## src/hdl/mcsw_pkg.sv

```systemverilog
// Shared constants, types and a helper function of the modulated comb stereo widener.
package mcsw_pkg;

  // Delay line geometry; the depth must be a power of two.
  localparam int unsigned DELAY_DEPTH = 8192;
  localparam int unsigned AW          = $clog2(DELAY_DEPTH);

  // The sine phase is truncated to this many bits.
  localparam int unsigned SINE_TABLE_BITS = 10;
  localparam int unsigned PHASE_DROP      = 16 - SINE_TABLE_BITS;
  localparam logic [15:0] PHASE_MASK      = 16'hFFFF << PHASE_DROP;

  // Polynomial coefficients of the |sin| approximation, Q16.
  localparam logic [17:0] SIN_C1 = 18'd102944;
  localparam logic [17:0] SIN_C3 = 18'd42334;
  localparam logic [17:0] SIN_C5 = 18'd5223;
  localparam logic [16:0] SIN_ONE = 17'd65536;

  // Sample, coefficient and product widths.
  localparam int unsigned SW   = 24;  // audio sample
  localparam int unsigned MW   = 25;  // mono sum
  localparam int unsigned CW   = 18;  // Q2.16 coefficient
  localparam int unsigned GW   = 17;  // Q1.16 output gain
  localparam int unsigned MA_W = 26;  // multiplier operand A
  localparam int unsigned MB_W = 18;  // multiplier operand B
  localparam int unsigned MP_W = MA_W + MB_W;
  localparam int unsigned LO_W = 22;  // low part of the accumulator in the gain multiply

  // Configuration data and index widths.
  localparam int unsigned CFG_DW = 18;
  localparam int unsigned CFG_IW = 4;

  typedef enum logic [CFG_IW-1:0] {
    REG_DELAY_TIME    = 4'd0,
    REG_MOD_DEPTH     = 4'd1,
    REG_PHASE_STEP    = 4'd2,
    REG_LEFT_DIRECT   = 4'd3,
    REG_LEFT_DELAYED  = 4'd4,
    REG_RIGHT_DIRECT  = 4'd5,
    REG_RIGHT_DELAYED = 4'd6,
    REG_OUTPUT_GAIN   = 4'd7
  } cfg_reg_e;

  // Floor division by 2^32 and saturation to a 24-bit sample.
  function automatic logic signed [SW-1:0] sat_out(input logic signed [63:0] v);
    logic signed [31:0] y;
    logic signed [SW-1:0] r;
    y = v[63:32];
    if (y > 32'sd8388607) begin
      r = 24'sh7FFFFF;
    end else if (y < -32'sd8388608) begin
      r = 24'sh800000;
    end else begin
      r = y[SW-1:0];
    end
    return r;
  endfunction

endpackage

```

## src/hdl/mcsw_mul.sv

```systemverilog
// Shared signed multiplier with a registered product.
module mcsw_mul import mcsw_pkg::*; (
  input  logic                   clk_i,
  input  logic signed [MA_W-1:0] a_i,
  input  logic signed [MB_W-1:0] b_i,
  output logic signed [MP_W-1:0] p_o
);

  logic signed [MP_W-1:0] p_q;

  // One product per cycle, available on the following cycle.
  always_ff @(posedge clk_i) begin
    p_q <= a_i * b_i;
  end

  assign p_o = p_q;

endmodule

```

## config.mk

```make
export PLATFORM = sky130hd
export DESIGN_NAME = mcsw_mul
export DESIGN_NICKNAME = d
export VERILOG_FILES = /design/src/hdl/mcsw_pkg.sv /design/src/hdl/mcsw_mul.sv
export SDC_FILE = /design/constraint.sdc
export NUM_CORES = 1
export LEC_CHECK = 0
export BUFFER_PORTS_ARGS = -buffer_cell sky130_fd_sc_hd__buf_4
export CAP_MARGIN = 10
export CORE_ASPECT_RATIO = 2
export CORE_MARGIN = 2
export CORE_UTILIZATION = 65
export DETAILED_ROUTE_END_ITERATION = 8
export PLACE_DENSITY = 0.84
export SYNTH_ARGS = -nofsm -noshare
export SYNTH_HDL_FRONTEND = slang
export SYNTH_SLANG_ARGS = --single-unit
```

## constraint.sdc

```tcl
create_clock -name clk_i -period 7.2 [get_ports clk_i]
set_input_delay 0 -clock clk_i [delete_from_list [all_inputs] [get_ports clk_i]]
set_output_delay 0 -clock clk_i [all_outputs]
set_load 0.05 [all_outputs]
```

==> Flow_metrics.wiki <==
{| class="wikitable"
! Metric !! Value
|-
| Inserted Clock Buffers || 5
|-
| Outcome || finished, final reports clean
|-
| Clock Sinks || 44
|-
| Via count of the first global-routing pass || between 15,000 and 20,000
|-
| Cell type with the largest total area after synthesis || sky130_fd_sc_hd__fa_1
|-
| Number of maximum-capacitance constraint violations || 0
|-
| Dominant cells by area after synthesis || sky130_fd_sc_hd__fa_1 52%, sky130_fd_sc_hd__inv_1 12%, sky130_fd_sc_hd__ha_1 7.8%
|-
| Total Routing Usage GR || approximately 34%
|-
| Register bit total from synthesis || 44
|-
| Minimum period implied by the final worst setup slack || roughly 6000 ps
|-
| Via density || approximately 5.7
|-
| Die Footprint || about 28,000 um2
|-
| Layout Nets || between 2,000 and 3,000
|-
| Antenna violations before repair || 0
|-
| Post-synth cell types || 52
|-
| # port buffers || just under 90
|-
| Post-synthesis instance area || around 17,000 um2
|-
| Number of failing hold endpoints at the final stage || 0
|-
| Largest register FFs || 44
|-
| Net count of the mapped netlist || 2,528
|-
| Sum of met3 wire segment lengths after detailed routing || 2.242 mm
|-
| Number of gates given a new drive strength after cts || 0
|-
| Area growth, synth to finish || 5.636%
|-
| Clock tree from TritonCTS || built
|-
| Required time reported for the critical path endpoint || 7440 ps
|-
| Combined flip-flop and latch cell area || around 880 um2
|-
| Top-Level Pins || 89
|-
| Initial cell density of the core || 66.14%
|-
| Most common cell in the netlist || sky130_fd_sc_hd__inv_1
|-
| Worst Setup Path Type || in2reg
|-
| Accumulated negative setup slack || 0 ps
|-
| Most instantiated flip-flop cell in the synthesis netlist || sky130_fd_sc_hd__dfxtp_1
|-
| Detailed-route via count || 12,927
|-
| Tightest slew margin relative to the limit || 33.45%
|-
| Achievable Freq || between 150 and 200 MHz
|-
| Arrival time worst endpoint || roughly 6300 ps
|-
| DR pass1 iterations || 5
|-
| Number of setup violations in the final report || 0
|-
| Count of flip-flops with a built-in enable after synthesis || 0
|-
| Launching element type of the critical path || input port
|-
| Topmost layer with routed signal wires || met4
|-
| Root buffer cell || sky130_fd_sc_hd__clkbuf_16
|-
| Warnings, synthesis || 0
|-
| Final routed DRC violation total || 0
|-
| Part of the Yosys area used for sequential elements || 5.048%
|-
| Number of DRC markers after the initial detailed-route iteration || roughly 730
|-
| Setup repair bufs after CTS || 0
|-
| Count of hold-fix buffers inserted at cts || 0
|-
| Part of the cycle the worst path needs || a little over four fifths
|-
| Slew @ Worst Pin || approximately 990 ps
|-
| Sum of met2 wire segment lengths after detailed routing || ~24 mm
|-
| Multi-input gate area || ~14,000 um2
|-
| Chip Height || 235.7 um
|-
| Setup repair after global routing missed its margin || no
|-
| Layout cell share with drive strength beyond 1 || 5.940%
|-
| Longest Clk Path Bufs || 2
|-
| Width of the die || 119.9 um
|-
| Hold Crit Class || in2reg
|-
| Total wirelength of the detailed-routed design || 43.61 mm
|-
| Instance count of the mapped netlist || ~1,900
|-
| Area of the core || 26,380 um2
|-
| Largest net degree at the start of global routing || 27
|-
| FP Rows || 84
|-
| Post-detailed-route wirelength per cell || roughly 19 um
|-
| Synth cell count leaders || 537 x sky130_fd_sc_hd__inv_1, 457 x sky130_fd_sc_hd__fa_1, 280 x sky130_fd_sc_hd__nand2_1
|-
| M1 wire length || around 13 mm
|-
| HPWL after DPL || 35.77 mm
|-
| Slew Limit Fails || 0
|-
| Critical Path Sink Type || register
|-
| Filler cell count in the final layout || ~2,000
|-
| Placer congestion estimate || 0.9159
|-
| Post-synthesis area per instance || about 9 um2
|-
| Share of async-settable or async-resettable flops after synthesis || 0%
|-
| Remaining global-route overflow || 0
|-
| Top-area cell type share of the netlist area || 52.43%
|-
| Maximum fanout count along the critical path || 26
|-
| Count of antenna-violating nets left after detailed routing || 0
|-
| Clock transition at path regs || about 80 ps
|-
| Number of H-tree levels || 2
|-
| Wire length of the first global-routing pass || between 70 and 80 mm
|}
==> cell families after synthesis <==
kind of cell,after synthesis,synth area share [%]
DFF,44,5.048
adders and majority gates,566,60.25
and+or+nand+nor,537,14.84
xor gates and xnor gates,43,2.158
buffers and inverters,616,13.25
AOI/OAI and AO/OA,110,4.396
muxes,1,0.05737
==> layout make-up <==
type | count | area share, %
inverter | 537 | 10.94
clock buffer | 5 | 0.6788
clock inverter | 3 | 0.2512
sequential | 44 | 4.779
antenna | 1 | 0.01358
tap | 344 | 2.335
multi-input combinational | 1257 | 77.34
timing repair buffer | 90 | 3.666
==> cell usage in the layout (no fill, tap or decap), drive strengths merged, types with 2 or more instances in the layout <==
master | Yosys | final
a21o | 16 | 16
nor2 | 34 | 34
o311ai | 2 | 2
inv | 537 | 538
xnor2 | 33 | 33
nand3 | 8 | 8
nand4 | 3 | 3
clkbuf | 79 | 5
and4 | 3 | 3
a211o | 3 | 3
o21ai | 18 | 18
nand2b | 11 | 11
nor3 | 8 | 8
nor2b | 2 | 2
ha | 109 | 109
a21oi | 37 | 37
o21bai | 7 | 7
a221oi | 2 | 2
dfxtp | 44 | 44
o31a | 2 | 2
nand2 | 280 | 280
buf | 0 | 90
xor2 | 10 | 10
a211oi | 5 | 5
and2 | 178 | 178
o41ai | 2 | 2
o211ai | 4 | 4
a31oi | 2 | 2
o21a | 4 | 4
and3 | 5 | 5
fa | 457 | 457
==> critical path, stage by stage <==
cell and delay, ps:
sky130_fd_sc_hd__buf_4 200, sky130_fd_sc_hd__and2_1 250, sky130_fd_sc_hd__fa_1 750, sky130_fd_sc_hd__fa_1 510, sky130_fd_sc_hd__ha_1 540, sky130_fd_sc_hd__inv_1 230
sky130_fd_sc_hd__fa_1 520, sky130_fd_sc_hd__inv_1 50, sky130_fd_sc_hd__fa_1 530, sky130_fd_sc_hd__inv_1 50, sky130_fd_sc_hd__fa_1 500, sky130_fd_sc_hd__inv_1 50
sky130_fd_sc_hd__ha_1 360, sky130_fd_sc_hd__a21o_1 220, sky130_fd_sc_hd__a21o_1 230, sky130_fd_sc_hd__a21o_1 200, sky130_fd_sc_hd__a211oi_1 250, sky130_fd_sc_hd__nor2_1 100
sky130_fd_sc_hd__a21oi_4 180, sky130_fd_sc_hd__or4b_1 450, sky130_fd_sc_hd__o311ai_1 90
==> layer usage <==
layer,GRT usage (%),vias up
met5,0,-
met4,28.81,0
met1,33.02,6563
met2,61.13,585
li1,-,5488
met3,4.869,291
==> metrics by stage <==
stage | area (um2) | setup WS (ps) | utilization, % | cells | hold slack (ps)
floorplan | 17450 | 1286 | - | 1917 | 121.7
finish | 18430 | 1156 | 69.87 | 2281 | 65.19
global placement | 18260 | 941.5 | 69.21 | 2272 | 402.6
detailed placement | 18260 | 814.1 | 69.21 | 2272 | 407.3
CTS | 18430 | 1154 | 69.86 | 2280 | 64.19
global route | 18430 | 814.3 | 69.86 | 2280 | 67.10
==> worst paths after layout <==
kind	cells after the start	slack [ps]	to	start
max	21	1160	p_o[40]$_DFF_P_	b_i[0]
min	2	70	p_o[0]$_DFF_P_	a_i[0]
Power is left out: the tool's default activity adds up to more than one toggle a clock period on the data nets, which glitch-free logic cannot reach.
